### src/rtl/fuzzy_match_result_classifier_macros.svh
// ----------------------------------------------------------------------------
// Fuzzy match result classifier: assertion macros
// Forms for the concurrent checks of the classifier's grade queue.
// ----------------------------------------------------------------------------
`ifndef FUZZY_MATCH_RESULT_CLASSIFIER_MACROS_SVH
`define FUZZY_MATCH_RESULT_CLASSIFIER_MACROS_SVH

// A property that must hold at every clock edge outside reset.
`define FMRC_ASSERT_NOW(label, clk, rst_n, prop, msg) \
	label: assert property (@(posedge clk) disable iff (!rst_n) prop) else $error(msg);

// A condition that, when seen, requires a consequence at the next clock edge.
`define FMRC_ASSERT_NEXT(label, clk, rst_n, ante, cons, msg) \
	label: assert property (@(posedge clk) disable iff (!rst_n) ante |=> cons) else $error(msg);

`endif

### src/rtl/fmrc_pkg.sv
// ----------------------------------------------------------------------------
// Fuzzy match result classifier: package
// Grade formats, membership breakpoints with their reciprocals, class codes.
// ----------------------------------------------------------------------------
package fmrc_pkg;

	// Grades are Q0.12; 4096 is full membership, so one extra bit is needed.
	localparam int GRADE_FRAC = 12;
	localparam int GRADE_W    = GRADE_FRAC + 1;
	localparam logic [GRADE_W-1:0] GRADE_ONE = GRADE_W'(1 << GRADE_FRAC);

	// A ramp numerator never exceeds the widest segment (3604 codes).
	localparam int NUM_W = 12;

	// floor(num * 4096 / den) = (num * ceil(2^36 / den)) >> 24, exact for num <= den < 4096.
	localparam int RECIP_SHIFT = 24;
	localparam int RECIP_W     = 28;
	localparam longint unsigned RECIP_NUMER = 64'd1 << (GRADE_FRAC + RECIP_SHIFT);

	// Default number of words the grade queue holds.
	localparam int QUEUE_DEPTH_DEF = 4;

	typedef logic [GRADE_W-1:0] grade_t;

	// The six membership grades of one word.
	typedef struct packed {
		grade_t c_low;
		grade_t c_med;
		grade_t c_high;
		grade_t d_short;
		grade_t d_med;
		grade_t d_long;
	} grades_t;

	// Breakpoints of one input: low p0/p1, medium p2/p3/p4, high p5/p6,
	// plus the reciprocal of each sloped segment.
	typedef struct packed {
		logic [15:0] p0;
		logic [15:0] p1;
		logic [15:0] p2;
		logic [15:0] p3;
		logic [15:0] p4;
		logic [15:0] p5;
		logic [15:0] p6;
		logic [RECIP_W-1:0] r_low;
		logic [RECIP_W-1:0] r_mrise;
		logic [RECIP_W-1:0] r_mfall;
		logic [RECIP_W-1:0] r_high;
	} shape_t;

	// Confidence, Q2.14.
	localparam shape_t CONF_EASY = '{
		p0: 16'd9011, p1: 16'd10650, p2: 16'd9830, p3: 16'd11469, p4: 16'd13107,
		p5: 16'd12288, p6: 16'd14746,
		r_low:   RECIP_W'((RECIP_NUMER + 64'd1638) / 64'd1639),
		r_mrise: RECIP_W'((RECIP_NUMER + 64'd1638) / 64'd1639),
		r_mfall: RECIP_W'((RECIP_NUMER + 64'd1637) / 64'd1638),
		r_high:  RECIP_W'((RECIP_NUMER + 64'd2457) / 64'd2458)
	};
	localparam shape_t CONF_STRICT = '{
		p0: 16'd9011, p1: 16'd10650, p2: 16'd9830, p3: 16'd11469, p4: 16'd15073,
		p5: 16'd14336, p6: 16'd15565,
		r_low:   RECIP_W'((RECIP_NUMER + 64'd1638) / 64'd1639),
		r_mrise: RECIP_W'((RECIP_NUMER + 64'd1638) / 64'd1639),
		r_mfall: RECIP_W'((RECIP_NUMER + 64'd3603) / 64'd3604),
		r_high:  RECIP_W'((RECIP_NUMER + 64'd1228) / 64'd1229)
	};

	// Duration, Q8.8 seconds.
	localparam shape_t DUR_EASY = '{
		p0: 16'd384, p1: 16'd768, p2: 16'd512, p3: 16'd2560, p4: 16'd5632,
		p5: 16'd4480, p6: 16'd5120,
		r_low:   RECIP_W'((RECIP_NUMER + 64'd383) / 64'd384),
		r_mrise: RECIP_W'((RECIP_NUMER + 64'd2047) / 64'd2048),
		r_mfall: RECIP_W'((RECIP_NUMER + 64'd3071) / 64'd3072),
		r_high:  RECIP_W'((RECIP_NUMER + 64'd639) / 64'd640)
	};
	localparam shape_t DUR_STRICT = '{
		p0: 16'd512, p1: 16'd1280, p2: 16'd717, p3: 16'd3072, p4: 16'd4915,
		p5: 16'd3840, p6: 16'd5120,
		r_low:   RECIP_W'((RECIP_NUMER + 64'd767) / 64'd768),
		r_mrise: RECIP_W'((RECIP_NUMER + 64'd2354) / 64'd2355),
		r_mfall: RECIP_W'((RECIP_NUMER + 64'd1842) / 64'd1843),
		r_high:  RECIP_W'((RECIP_NUMER + 64'd1279) / 64'd1280)
	};

	// Result classes; on a tie the lowest code wins.
	typedef enum logic [1:0] {
		CLS_LISTENING    = 2'd0,
		CLS_UNIDENTIFIED = 2'd1,
		CLS_SOUNDS_LIKE  = 2'd2,
		CLS_IDENTIFIED   = 2'd3
	} class_t;

endpackage

### src/rtl/fuzzy_match_result_classifier.sv
// ----------------------------------------------------------------------------
// Fuzzy match result classifier: top level
// Max-min fuzzy inference over confidence and duration grades into a class.
// ----------------------------------------------------------------------------
// Usage:
//   Input words (confidence, duration) are written like a queue: a word is
//   taken at a clock edge with push high and full low. Results are read the
//   same way: class_label holds the oldest result while empty is low, and it
//   is consumed at an edge with pop high.
//   strict_mode_we writes strict_mode (easy or strict breakpoints); write it
//   only while no word is in flight.
//   A word passes through the two grading stages, one queue slot and the
//   result register before its result shows.
//   Throughput: one word per cycle while full stays low, set by the
//   two-stage grading pipeline with one reciprocal multiply per grade.
//   When the reader stalls, the result register holds, the grade queue fills
//   up to QUEUE_DEPTH words, the grading stages hold, and then full rises.
//   Reset clears all valid flags and the queue, and selects easy mode.
// ----------------------------------------------------------------------------
module fuzzy_match_result_classifier #(
	parameter int QUEUE_DEPTH = fmrc_pkg::QUEUE_DEPTH_DEF
) (
	input  logic        clk,
	input  logic        arst_n,
	input  logic        strict_mode_we,
	input  logic        strict_mode,
	input  logic        push,
	output logic        full,
	input  logic [15:0] confidence,
	input  logic [15:0] duration,
	output logic        empty,
	input  logic        pop,
	output logic [1:0]  class_label
);

	logic              strict_mode_q;
	logic              fe_valid;
	fmrc_pkg::grades_t fe_grades;
	logic              fe_ready;
	logic              be_valid;
	fmrc_pkg::grades_t be_grades;
	logic              be_ready;

	// Mode register.
	always_ff @(posedge clk or negedge arst_n) begin
		if (!arst_n) begin
			strict_mode_q <= 1'b0;
		end else if (strict_mode_we) begin
			strict_mode_q <= strict_mode;
		end
	end

	fmrc_front u_front (
		.clk         (clk),
		.arst_n      (arst_n),
		.strict_mode (strict_mode_q),
		.push        (push),
		.full        (full),
		.confidence  (confidence),
		.duration    (duration),
		.out_valid   (fe_valid),
		.out_grades  (fe_grades),
		.out_ready   (fe_ready)
	);

	fmrc_queue #(
		.DEPTH (QUEUE_DEPTH)
	) u_queue (
		.clk      (clk),
		.arst_n   (arst_n),
		.wr_valid (fe_valid),
		.wr_data  (fe_grades),
		.wr_ready (fe_ready),
		.rd_valid (be_valid),
		.rd_data  (be_grades),
		.rd_ready (be_ready)
	);

	fmrc_back u_back (
		.clk         (clk),
		.arst_n      (arst_n),
		.in_valid    (be_valid),
		.in_grades   (be_grades),
		.in_ready    (be_ready),
		.empty       (empty),
		.pop         (pop),
		.class_label (class_label)
	);

endmodule

### src/rtl/fmrc_front.sv
// ----------------------------------------------------------------------------
// Fuzzy match result classifier: grading front end
// Two-stage pipeline that turns confidence and duration into six grades.
// ----------------------------------------------------------------------------
module fmrc_front (
	input  logic                clk,
	input  logic                arst_n,
	input  logic                strict_mode,
	input  logic                push,
	output logic                full,
	input  logic [15:0]         confidence,
	input  logic [15:0]         duration,
	output logic                out_valid,
	output fmrc_pkg::grades_t   out_grades,
	input  logic                out_ready
);

	typedef enum logic [1:0] {
		KIND_ZERO,
		KIND_ONE,
		KIND_RAMP
	} kind_t;

	// One grade before the division: a fixed value or a ramp numerator and reciprocal.
	typedef struct packed {
		kind_t                              kind;
		logic [fmrc_pkg::NUM_W-1:0]         num;
		logic [fmrc_pkg::RECIP_W-1:0]       recip;
	} prep_t;

	function automatic prep_t prep_low(input logic [15:0] x, input fmrc_pkg::shape_t s);
		prep_t p;
		p.kind  = KIND_RAMP;
		p.num   = fmrc_pkg::NUM_W'(s.p1 - x);
		p.recip = s.r_low;
		if (x <= s.p0) begin
			p.kind = KIND_ONE;
		end else if (x >= s.p1) begin
			p.kind = KIND_ZERO;
		end
		return p;
	endfunction

	function automatic prep_t prep_med(input logic [15:0] x, input fmrc_pkg::shape_t s);
		prep_t p;
		p.kind = KIND_RAMP;
		if (x <= s.p3) begin
			p.num   = fmrc_pkg::NUM_W'(x - s.p2);
			p.recip = s.r_mrise;
			if (x <= s.p2) begin
				p.kind = KIND_ZERO;
			end
		end else begin
			p.num   = fmrc_pkg::NUM_W'(s.p4 - x);
			p.recip = s.r_mfall;
			if (x >= s.p4) begin
				p.kind = KIND_ZERO;
			end
		end
		return p;
	endfunction

	function automatic prep_t prep_high(input logic [15:0] x, input fmrc_pkg::shape_t s);
		prep_t p;
		p.kind  = KIND_RAMP;
		p.num   = fmrc_pkg::NUM_W'(x - s.p5);
		p.recip = s.r_high;
		if (x >= s.p6) begin
			p.kind = KIND_ONE;
		end else if (x <= s.p5) begin
			p.kind = KIND_ZERO;
		end
		return p;
	endfunction

	// Division by a constant segment width as a multiply by its reciprocal.
	function automatic fmrc_pkg::grade_t grade_of(input prep_t p);
		logic [fmrc_pkg::NUM_W+fmrc_pkg::RECIP_W-1:0] prod;
		fmrc_pkg::grade_t g;
		prod = (fmrc_pkg::NUM_W+fmrc_pkg::RECIP_W)'(p.num)
			* (fmrc_pkg::NUM_W+fmrc_pkg::RECIP_W)'(p.recip);
		case (p.kind)
			KIND_ONE:  g = fmrc_pkg::GRADE_ONE;
			KIND_RAMP: g = prod[fmrc_pkg::RECIP_SHIFT+fmrc_pkg::GRADE_W-1:fmrc_pkg::RECIP_SHIFT];
			default:   g = '0;
		endcase
		return g;
	endfunction

	fmrc_pkg::shape_t shape_c;
	fmrc_pkg::shape_t shape_d;
	logic             ready_s1;
	logic             ready_s2;
	logic             valid_s1;
	prep_t            cl_s1, cm_s1, ch_s1, ds_s1, dm_s1, dl_s1;
	logic             valid_s2;
	fmrc_pkg::grades_t grades_s2;

	// Stall chain: a stage takes a word when it is empty or moving on.
	assign ready_s2 = !valid_s2 || out_ready;
	assign ready_s1 = !valid_s1 || ready_s2;
	assign full     = !ready_s1;

	// Breakpoint set for the current mode.
	always_comb begin
		shape_c = strict_mode ? fmrc_pkg::CONF_STRICT : fmrc_pkg::CONF_EASY;
		shape_d = strict_mode ? fmrc_pkg::DUR_STRICT : fmrc_pkg::DUR_EASY;
	end

	// Stage valid flags.
	always_ff @(posedge clk or negedge arst_n) begin
		if (!arst_n) begin
			valid_s1 <= 1'b0;
			valid_s2 <= 1'b0;
		end else begin
			if (ready_s1) begin
				valid_s1 <= push;
			end
			if (ready_s2) begin
				valid_s2 <= valid_s1;
			end
		end
	end

	// Stage 1: segment selection, numerators and reciprocals.
	always_ff @(posedge clk) begin
		if (push && ready_s1) begin
			cl_s1 <= prep_low(confidence, shape_c);
			cm_s1 <= prep_med(confidence, shape_c);
			ch_s1 <= prep_high(confidence, shape_c);
			ds_s1 <= prep_low(duration, shape_d);
			dm_s1 <= prep_med(duration, shape_d);
			dl_s1 <= prep_high(duration, shape_d);
		end
	end

	// Stage 2: reciprocal multiplies give the Q0.12 grades.
	always_ff @(posedge clk) begin
		if (valid_s1 && ready_s2) begin
			grades_s2.c_low   <= grade_of(cl_s1);
			grades_s2.c_med   <= grade_of(cm_s1);
			grades_s2.c_high  <= grade_of(ch_s1);
			grades_s2.d_short <= grade_of(ds_s1);
			grades_s2.d_med   <= grade_of(dm_s1);
			grades_s2.d_long  <= grade_of(dl_s1);
		end
	end

	assign out_valid  = valid_s2;
	assign out_grades = grades_s2;

endmodule

### src/rtl/fmrc_queue.sv
// ----------------------------------------------------------------------------
// Fuzzy match result classifier: grade queue
// Small first-in first-out buffer between the grading and rule stages.
// ----------------------------------------------------------------------------
`include "fuzzy_match_result_classifier_macros.svh"

module fmrc_queue #(
	parameter int DEPTH = fmrc_pkg::QUEUE_DEPTH_DEF
) (
	input  logic              clk,
	input  logic              arst_n,
	input  logic              wr_valid,
	input  fmrc_pkg::grades_t wr_data,
	output logic              wr_ready,
	output logic              rd_valid,
	output fmrc_pkg::grades_t rd_data,
	input  logic              rd_ready
);

	localparam int PTR_W = (DEPTH > 1) ? $clog2(DEPTH) : 1;
	localparam int CNT_W = $clog2(DEPTH + 1);
	localparam logic [PTR_W-1:0] LAST = PTR_W'(DEPTH - 1);

	fmrc_pkg::grades_t mem_q [DEPTH];
	logic [PTR_W-1:0]  wr_ptr_q;
	logic [PTR_W-1:0]  rd_ptr_q;
	logic [CNT_W-1:0]  count_q;
	logic              wr_fire;
	logic              rd_fire;

	assign wr_ready = (count_q != CNT_W'(DEPTH));
	assign rd_valid = (count_q != '0);
	assign wr_fire  = wr_valid && wr_ready;
	assign rd_fire  = rd_valid && rd_ready;
	assign rd_data  = mem_q[rd_ptr_q];

	// Pointers and fill count.
	always_ff @(posedge clk or negedge arst_n) begin
		if (!arst_n) begin
			wr_ptr_q <= '0;
			rd_ptr_q <= '0;
			count_q  <= '0;
		end else begin
			if (wr_fire) begin
				wr_ptr_q <= (wr_ptr_q == LAST) ? '0 : wr_ptr_q + 1'b1;
			end
			if (rd_fire) begin
				rd_ptr_q <= (rd_ptr_q == LAST) ? '0 : rd_ptr_q + 1'b1;
			end
			if (wr_fire && !rd_fire) begin
				count_q <= count_q + 1'b1;
			end else if (rd_fire && !wr_fire) begin
				count_q <= count_q - 1'b1;
			end
		end
	end

	// Storage.
	always_ff @(posedge clk) begin
		if (wr_fire) begin
			mem_q[wr_ptr_q] <= wr_data;
		end
	end

	`FMRC_ASSERT_NOW(a_count_bound, clk, arst_n, count_q <= CNT_W'(DEPTH), "queue count over depth")
	`FMRC_ASSERT_NEXT(a_count_up, clk, arst_n, wr_fire && !rd_fire, count_q == CNT_W'($past(count_q) + 1'b1), "queue count did not rise on write")
	`FMRC_ASSERT_NEXT(a_count_down, clk, arst_n, rd_fire && !wr_fire, count_q == CNT_W'($past(count_q) - 1'b1), "queue count did not fall on read")
	`FMRC_ASSERT_NEXT(a_count_hold, clk, arst_n, rd_fire && wr_fire, $stable(count_q), "queue count moved on write with read")

endmodule

### src/rtl/fmrc_back.sv
// ----------------------------------------------------------------------------
// Fuzzy match result classifier: rule evaluation back end
// Max-min rules, argmax over the four classes and the result register.
// ----------------------------------------------------------------------------
module fmrc_back (
	input  logic              clk,
	input  logic              arst_n,
	input  logic              in_valid,
	input  fmrc_pkg::grades_t in_grades,
	output logic              in_ready,
	output logic              empty,
	input  logic              pop,
	output logic [1:0]        class_label
);

	function automatic fmrc_pkg::grade_t gmin(input fmrc_pkg::grade_t a, input fmrc_pkg::grade_t b);
		return (a < b) ? a : b;
	endfunction

	function automatic fmrc_pkg::grade_t gmax(input fmrc_pkg::grade_t a, input fmrc_pkg::grade_t b);
		return (a > b) ? a : b;
	endfunction

	fmrc_pkg::grade_t g_listen;
	fmrc_pkg::grade_t g_unid;
	fmrc_pkg::grade_t g_sounds;
	fmrc_pkg::grade_t g_ident;
	fmrc_pkg::grade_t best_g;
	fmrc_pkg::class_t best;
	fmrc_pkg::class_t class_q;
	logic             valid_q;

	// The result register frees up when it is empty or being read.
	assign in_ready = !valid_q || pop;

	// Rule strengths per class.
	always_comb begin
		g_listen = gmax(gmax(gmax(gmin(in_grades.c_high, in_grades.d_short),
		                          gmin(in_grades.c_med, in_grades.d_short)),
		                     gmax(gmin(in_grades.c_med, in_grades.d_med),
		                          gmin(in_grades.c_low, in_grades.d_short))),
		                gmin(in_grades.c_low, in_grades.d_med));
		g_unid   = gmin(in_grades.c_low, in_grades.d_long);
		g_sounds = gmin(in_grades.c_med, in_grades.d_long);
		g_ident  = gmax(gmin(in_grades.c_high, in_grades.d_med),
		                gmin(in_grades.c_high, in_grades.d_long));
	end

	// Argmax; only a strictly larger grade displaces a lower class.
	always_comb begin
		best   = fmrc_pkg::CLS_LISTENING;
		best_g = g_listen;
		if (g_unid > best_g) begin
			best   = fmrc_pkg::CLS_UNIDENTIFIED;
			best_g = g_unid;
		end
		if (g_sounds > best_g) begin
			best   = fmrc_pkg::CLS_SOUNDS_LIKE;
			best_g = g_sounds;
		end
		if (g_ident > best_g) begin
			best = fmrc_pkg::CLS_IDENTIFIED;
		end
	end

	// Result valid flag.
	always_ff @(posedge clk or negedge arst_n) begin
		if (!arst_n) begin
			valid_q <= 1'b0;
		end else if (in_ready) begin
			valid_q <= in_valid;
		end
	end

	// Result word.
	always_ff @(posedge clk) begin
		if (in_valid && in_ready) begin
			class_q <= best;
		end
	end

	assign empty       = !valid_q;
	assign class_label = class_q;

endmodule

### config.mk
export PLATFORM = sky130hd
export DESIGN_NAME = fuzzy_match_result_classifier
export DESIGN_NICKNAME = d
export VERILOG_FILES = /design/src/rtl/fmrc_pkg.sv /design/src/rtl/fuzzy_match_result_classifier.sv /design/src/rtl/fmrc_front.sv /design/src/rtl/fmrc_queue.sv /design/src/rtl/fmrc_back.sv
export VERILOG_INCLUDE_DIRS = /design/src /design/src/rtl
export SDC_FILE = /design/constraint.sdc
export NUM_CORES = 2
export LEC_CHECK = 0
export BUFFER_PORTS_ARGS = -buffer_cell sky130_fd_sc_hd__buf_2
export CORE_AREA = 4 4 259 362
export DETAILED_ROUTE_END_ITERATION = 10
export DIE_AREA = 0 0 263 366
export GPL_TIMING_DRIVEN = 1
export PLACE_DENSITY = 0.81
export REMOVE_ABC_BUFFERS = 1
export SYNTH_ARGS = -nofsm -noshare
export SYNTH_HDL_FRONTEND = slang
export SYNTH_SLANG_ARGS = --single-unit
### constraint.sdc
create_clock -name clk -period 27.1 [get_ports clk]
set_clock_uncertainty 0.15 [all_clocks]
set_input_delay 2.71 -clock clk [delete_from_list [all_inputs] [get_ports clk]]
set_output_delay 2.71 -clock clk [all_outputs]
set_load 0.005 [all_outputs]
; Word-level counts from Yosys, hierarchy flattened
; Memories as Yosys holds them, arrays and structs flattened.
; Index checks and enable logic that the tools add are counted.
[totals]
regBits = 343
ram_bits = 312
input_bits = 38
out_inout_bits = 4
wordCells = 158
n_memories = 1
[op_classes]
addsub = 12
n_mul = 6
n_lt_le_gt_ge = 31
n_eq_ne = 15
mux = 42
n_reduce_logical = 18
[memory_table]
columns = name, words, width, read_ports, rd_clocked_by_memory_dff, write_ports, line_no
row1 = u_queue.mem_q, 4, 78, 1, 0, 1, fmrc_queue.sv:24  ; fmrc_pkg::grades_t mem_q [DEPTH];
[op_table]
columns = op, n
row1 = $mul 12x28->37, 6
row2 = $mux 218, 1
row3 = $mux 13, 16
row4 = $mux 156, 1
row5 = $pmux 13 s2, 6
row6 = $lt 13x13->1, 9
row7 = $gt 13x13->1, 8
row8 = $mux 42, 2
row9 = $sub 12x12->12, 6
row10 = $ge 16x16->1, 4
row11 = $le 16x16->1, 4
row12 = $le 16x14->1 const B, 3
row13 = $mux 2, 10
row14 = $eq 2x2->1 const B, 8
row15 = $ge 16x14->1, 1
row16 = $ge 16x14->1 const B, 1
row17 = $le 16x10->1, 1
row18 = $eq 2x1->1 const B, 6
row19 = $sub 12x12->12 const A, 1
row20 = $sub 12x12->12 const B, 1
row21 = $logic_and 1x1->1, 6
row22 = $logic_not 1->1, 6
row23 = $mux 3, 2
row24 = $add 2x1->2 const B, 2
row25 = other kinds (8), 13

; Depth between registers and ports, before layout
; An unclocked memory read counts as a cell.
[depth]
ltp_word = 15
mapped_depth = 78
mapped_depth_nobuf = 66

; Hierarchy
; From an unflattened synthesis, not the netlist that was laid out.
[hier_totals]
cells_unflattened = 5406
area_unflattened_um2 = 59379.4
[modules_own_cells]
columns = mod, instances, cells_per_inst, area_each_um2
row1 = fmrc_front, 1, 3944, 39579.2
row2 = fmrc_queue, 1, 444, 11669.9
row3 = fmrc_back, 1, 1016, 8090.3
row4 = fuzzy_match_result_classifier, 1, 2, 40.0

; Worst setup path before layout
; OpenSTA, ideal clock, no wires.
[synth_path]
path_type = reg-to-reg
startpoint = register u_queue.rd_ptr_q[0]
endpoint = register u_back.class_q[1], in the netlist u_back.class_label[1] (data pin)
t_arrival_ns = 15.634
required_time_ns = 26.675
setup_slack_ns = 11.040
stages_incl_launch_ff = 72
period_less_slack_ns = 16.060
path_cell_list = dfrtp_1 -> buf_6 -> buf_2 -> buf_2 -> buf_2 -> mux4_2 -> ha_1 -> a21o_1 -> a21oi_1 -> a21bo_2 -> buf_1 -> and2_1 -> buf_6 -> buf_2 -> clkbuf_1 -> o21ai_0 -> ha_1 -> a21o_1 -> [36 not listed] -> a31o_2 -> a31oi_1 -> o41ai_1 -> or2_2 -> clkbuf_1 -> clkbuf_1 -> nand3_1 -> o211ai_1 -> ha_1 -> nor2b_1 -> o21a_1 -> o21ai_0 -> a21oi_1 -> o31a_1 -> o21ai_0 -> a21oi_1 -> o2111ai_1 -> nand3_1
[synth_via]
elab_chain_cells = 15
elab_cells_between_ends = 35
[synth_rtl]
columns = item, line_no
row1 = from (decl), fmrc_queue.sv:26  ; logic [PTR_W-1:0] rd_ptr_q;
row2 = from (signal assigned), fmrc_queue.sv:48  ; rd_ptr_q <= (rd_ptr_q == LAST) ? '0 : rd_ptr_q + 1'b1;
row3 = $mem_v2 4x78 *, n/a
row4 = $lt 13x13->1, fmrc_back.sv:17  ; return (a < b) ? a : b;
row5 = $mux 13, fmrc_back.sv:17
row6 = $gt 13x13->1, fmrc_back.sv:21  ; return (a > b) ? a : b;
row7 = $mux 13, fmrc_back.sv:21
row8 = $gt 13x13->1, fmrc_back.sv:21
row9 = $mux 13, fmrc_back.sv:21
row10 = $gt 13x13->1, fmrc_back.sv:21
row11 = $mux 13, fmrc_back.sv:21
row12 = $gt 13x13->1, fmrc_back.sv:53  ; if (g_unid > best_g) begin
row13 = $mux 13, fmrc_back.sv:53
row14 = $gt 13x13->1, fmrc_back.sv:57  ; if (g_sounds > best_g) begin
row15 = $mux 13, fmrc_back.sv:57
row16 = $gt 13x13->1, fmrc_back.sv:61  ; if (g_ident > best_g) begin
row17 = $reduce_or 2->1 (no source line) *, n/a
row18 = to (signal assigned), fmrc_back.sv:78  ; class_q <= best;
row19 = to (decl), fmrc_back.sv:30  ; fmrc_pkg::class_t class_q;
; Every way passes the cells marked *; elsewhere a longest branch is shown, timed or not.
; A chain may end at the register's enable or synchronous reset.

; Worst setup path in the final report
[layout_path]
startpoint = register u_queue.rd_ptr_q[0]
endpoint = register u_back.class_q[0], in the netlist u_back.class_label[0] (data pin)
[layout_via]
elab_chain_cells = 14
elab_cells_between_ends = 36
[layout_rtl]
columns = item, line_no
row1 = $mem_v2 4x78 *, n/a
row2 = $lt 13x13->1, fmrc_back.sv:17
row3 = $mux 13, fmrc_back.sv:17
row4 = $gt 13x13->1, fmrc_back.sv:21
row5 = $mux 13, fmrc_back.sv:21
row6 = $gt 13x13->1, fmrc_back.sv:21
row7 = $mux 13, fmrc_back.sv:21
row8 = $gt 13x13->1, fmrc_back.sv:21
row9 = $mux 13, fmrc_back.sv:21
row10 = $gt 13x13->1, fmrc_back.sv:53
row11 = $mux 13, fmrc_back.sv:53
row12 = $gt 13x13->1, fmrc_back.sv:57
row13 = $mux 13, fmrc_back.sv:57
row14 = $gt 13x13->1, fmrc_back.sv:61
; Marks and branches as above.

==> load_flow_metrics.sql <==
INSERT INTO impl_metrics (metric_group, metric, value, unit) VALUES
('timing', 'period_minus_slack', '17250', 'ps'),
('logic_synthesis', 'top_cell_types_by_occurrence_after_synthesis', 'inv_1, ha_1, fa_1', ''),
('floorplanning', 'chipHeight', '366', 'um'),
('logic_synthesis', 'synth-seq-cells', '498', ''),
('routing', 'firstDrtPassIters', '8', ''),
('critical_path', 'critPathMostFrequentCell', 'ha_1', ''),
('cells_and_area', 'syn2layout_area_growth', '5.01', '%'),
('logic_synthesis', 'synth_seq_area_share', '0.255', ''),
('logic_synthesis', 'ys_warn_count', '0', ''),
('cells_and_area', 'layout-drive-gt1-share', '0.0574', ''),
('critical_path', 'library_cell_contributing_the_largest_single_delay_on_the_critical_path', 'buf_4', ''),
('clocking', 'cts_resized', '0', ''),
('timing', 'timing.final.setup_violations', '0', ''),
('logic_synthesis', 'muxShareOfSynthArea', '0.0555', ''),
('floorplanning', 'initial_core_util', '0.644', ''),
('timing', 'min_period_over_period', '0.637', ''),
('critical_path', 'cp_capture_type', 'register', ''),
('logic_synthesis', 'syn_area_per_cell', '11.2', 'um2'),
('global_route', 'grt_remaining_overflow', '0', ''),
('timing', 'tns', '0', 'ps'),
('clocking', 'clk-insertion-delay-late', '620', 'ps'),
('routing', 'routed_wire_length_per_instance', '23.8', 'um'),
('logic_synthesis', 'synth_area_leader_cell', 'fa_1', ''),
('logic_synthesis', 'post_synth_xor_area_fraction', '0.0175', ''),
('routing', 'dr.first_iter.drc_count', '3001', ''),
('logic_synthesis', 'synthSimpleGateAreaFrac', '0.0800', ''),
('logic_synthesis', 'syn-instance-count', '5215', ''),
('floorplanning', 'num_io_pins', '42', ''),
('cells_and_area', 'final_nets', '6834', ''),
('logic_synthesis', 'share_of_yosys_cell_area_claimed_by_the_top_area_cell_type', '0.262', ''),
('logic_synthesis', 'post_synth_design_cell_area', '58500', 'um2'),
('routing', 'drc', '0', ''),
('clocking', 'clk_transition_reported_paths', '80', 'ps'),
('timing', 'fmaxAchievable', '0.0580', 'GHz'),
('logic_synthesis', 'number_of_enable_flip_flop_cells_after_synthesis', '487', ''),
('logic_synthesis', 'netlist_top_cells_area', 'fa_1, edfxtp_1, ha_1', ''),
('run_status', 'outcome', 'complete, no violations', ''),
('clocking', 'post_cts_hold_buffer_count', '0', ''),
('critical_path', 'timing.critical_path.required', '27310', 'ps'),
('clocking', 'cts_inserted_buffers', '45', ''),
('global_route', 'first_pass_grt_wire_length', '243000', 'um'),
('global_route', 'initial_antenna_violation_count', '0', ''),
('global_route', 'grt_start_max_net_pins', '78', ''),
('floorplanning', 'fp.dieArea', '96300', 'um2'),
('clocking', 'h-tree-depth', '2', ''),
('floorplanning', 'rows', '131', ''),
('logic_synthesis', 'netlist-cell-type-count', '88', ''),
('clocking', 'cts_tree', 'yes', ''),
('timing', 'final_max_slew_viol_count', '0', ''),
('hold_path', 'timing.hold.worst.class', 'register to register', ''),
('run', 'max-cap-violations', '0', ''),
('critical_path', 'cp_max_fo', '52', ''),
('routing', 'postRouteWirelength', '153000', 'um'),
('critical_path', 'path_class', 'register to register', ''),
('clocking', 'master_cell_of_the_clock_root_buffer', 'clkbuf_16', ''),
('logic_synthesis', 'complex_gate_fraction_of_the_synthesized_area', '0.0794', ''),
('logic_synthesis', 'combinational_family_with_the_most_area_after_synthesis', 'adder cells', ''),
('routing', 'antenna_violating_nets_post_route', '0', ''),
('timing', 'report.final.hold_viol_count', '0', ''),
('clocking', 'cts_setup_buffers', '0', ''),
('routing', 'vias', '39400', ''),
('clocking', 'max_clock_buf_depth', '3', ''),
('critical_path', 'timing.critical_path.max_delay_family', 'compound AO/OA/AOI/OAI gates', ''),
('routing', 'detail_route.vias_per_cell', '6.09', ''),
('timing', 'worst-slew-pin-transition', '1140', 'ps'),
('critical_path', 'start_kind', 'register', ''),
('critical_path', 'critical_path.max_stage_delay', '900', 'ps'),
('clocking', 'clock_sinks', '498', ''),
('critical_path', 'cp_num_buf_inv', '7', ''),
('floorplanning', 'fp.coreArea', '90800', 'um2'),
('cells_and_area', 'n_antenna_cell', '0', '');
[final timing paths]
path	from	endpoint	slack, ps	cells after the start
worst max-delay path	u_queue.rd_ptr_q[0]	u_back.class_label[0]	9850	65
worst min-delay path	u_front.out_grades[68]	u_queue.mem_q[1][68]	340	0
worst max register to register	u_queue.rd_ptr_q[0]	u_back.class_label[0]	9850	65
worst min register to register	u_front.out_grades[68]	u_queue.mem_q[1][68]	340	0
max in group asynchronous	arst_n	u_queue.rd_ptr_q[0]	24750	1
min in group asynchronous	arst_n	strict_mode_q	1800	1
[state kept, by name, summed over array words and instances (netlist names)]
| signal | count |
|---|---|
| u_back.class_label | 2 |
| u_front.ds_s1 | 13 |
| u_front.cl_s1 | 13 |
| u_front.cm_s1 | 19 |
| u_queue.rd_ptr_q | 2 |
| u_front.valid_s1 | 1 |
| u_queue.wr_ptr_q | 2 |
| u_front.dl_s1 | 15 |
| u_front.ch_s1 | 14 |
| u_queue.mem_q | 312 |
| u_back.valid_q | 1 |
| u_front.out_grades | 78 |
| u_front.dm_s1 | 21 |
| u_front.out_valid | 1 |
| u_queue.count_q | 3 |
| strict_mode_q | 1 |
[worst register-to-register path: cells and delay by family, from the launching register on]
| kind | cells | cell delay, ps |
|---|---|---|
| AOI/OAI and AO/OA | 36 | 7540 |
| and+or+nand+nor | 12 | 2680 |
| buffers and inverters | 7 | 2270 |
| adders and majority gates | 7 | 2120 |
| muxes | 3 | 1450 |
| DFF | 1 | 800 |
[cell usage in the layout, fill, tap and decap left out, types with 73 or more instances in the layout]
cell / synthesis / layout
inv_1: 1132 / 1132
xnor2_1: 89 / 89
edfxtp_1: 487 / 487
fa_1: 765 / 765
ha_1: 798 / 798
nand3_1: 73 / 73
mux2i_1: 98 / 98
a21o_1: 110 / 110
and2_1: 226 / 221
mux4_2: 78 / 78
o21ai_0: 118 / 116
a21oi_1: 188 / 188
nor2_1: 161 / 161
nand2_1: 176 / 176
[per-layer routing]
layer	GRT usage	vias up	routed length, um	share of wire
li1	-	17500	-	-
met3	0.0469	652	9310	0.061
met5	0	-	0	0
met4	0.192	0	11900	0.078
met2	0.581	1645	78600	0.51
met1	0.372	19600	53700	0.35
[cells by family after synthesis]
kind of cell | count (synthesis)
simple gates | 891
xor+xnor | 117
fa+ha+maj | 1563
buf+inv | 1230
compound gates | 697
mux | 219
flops | 498
[cell type report]
type,instances,area (um2)
Multi-Input combinational cell,3487,38900
Timing Repair Buffer,69,415
Clock inverter,28,264
Tap cell,1197,1500
Inverter,1132,4250
Fill cell,6586,29400
Clock buffer,51,1150
Sequential cell,498,14900
[metrics by stage]
step | hold slack (ps) | setup WS [ps] | area, um2 | cells | util
2_1_floorplan | 304 | 8650 | 58000 | 5117 | -
3_3_place_gp | 318 | 9970 | 60000 | 6383 | 0.661
3_5_place_dp | 331 | 9960 | 60000 | 6383 | 0.661
4_1_cts | 334 | 9890 | 61400 | 6462 | 0.676
5_1_grt | 369 | 8560 | 61400 | 6462 | 0.676
6_report | 338 | 9850 | 61400 | 6462 | 0.676
Power is left out: the tool's default activity adds up to more than one toggle a clock period on the data nets, which glitch-free logic cannot reach.
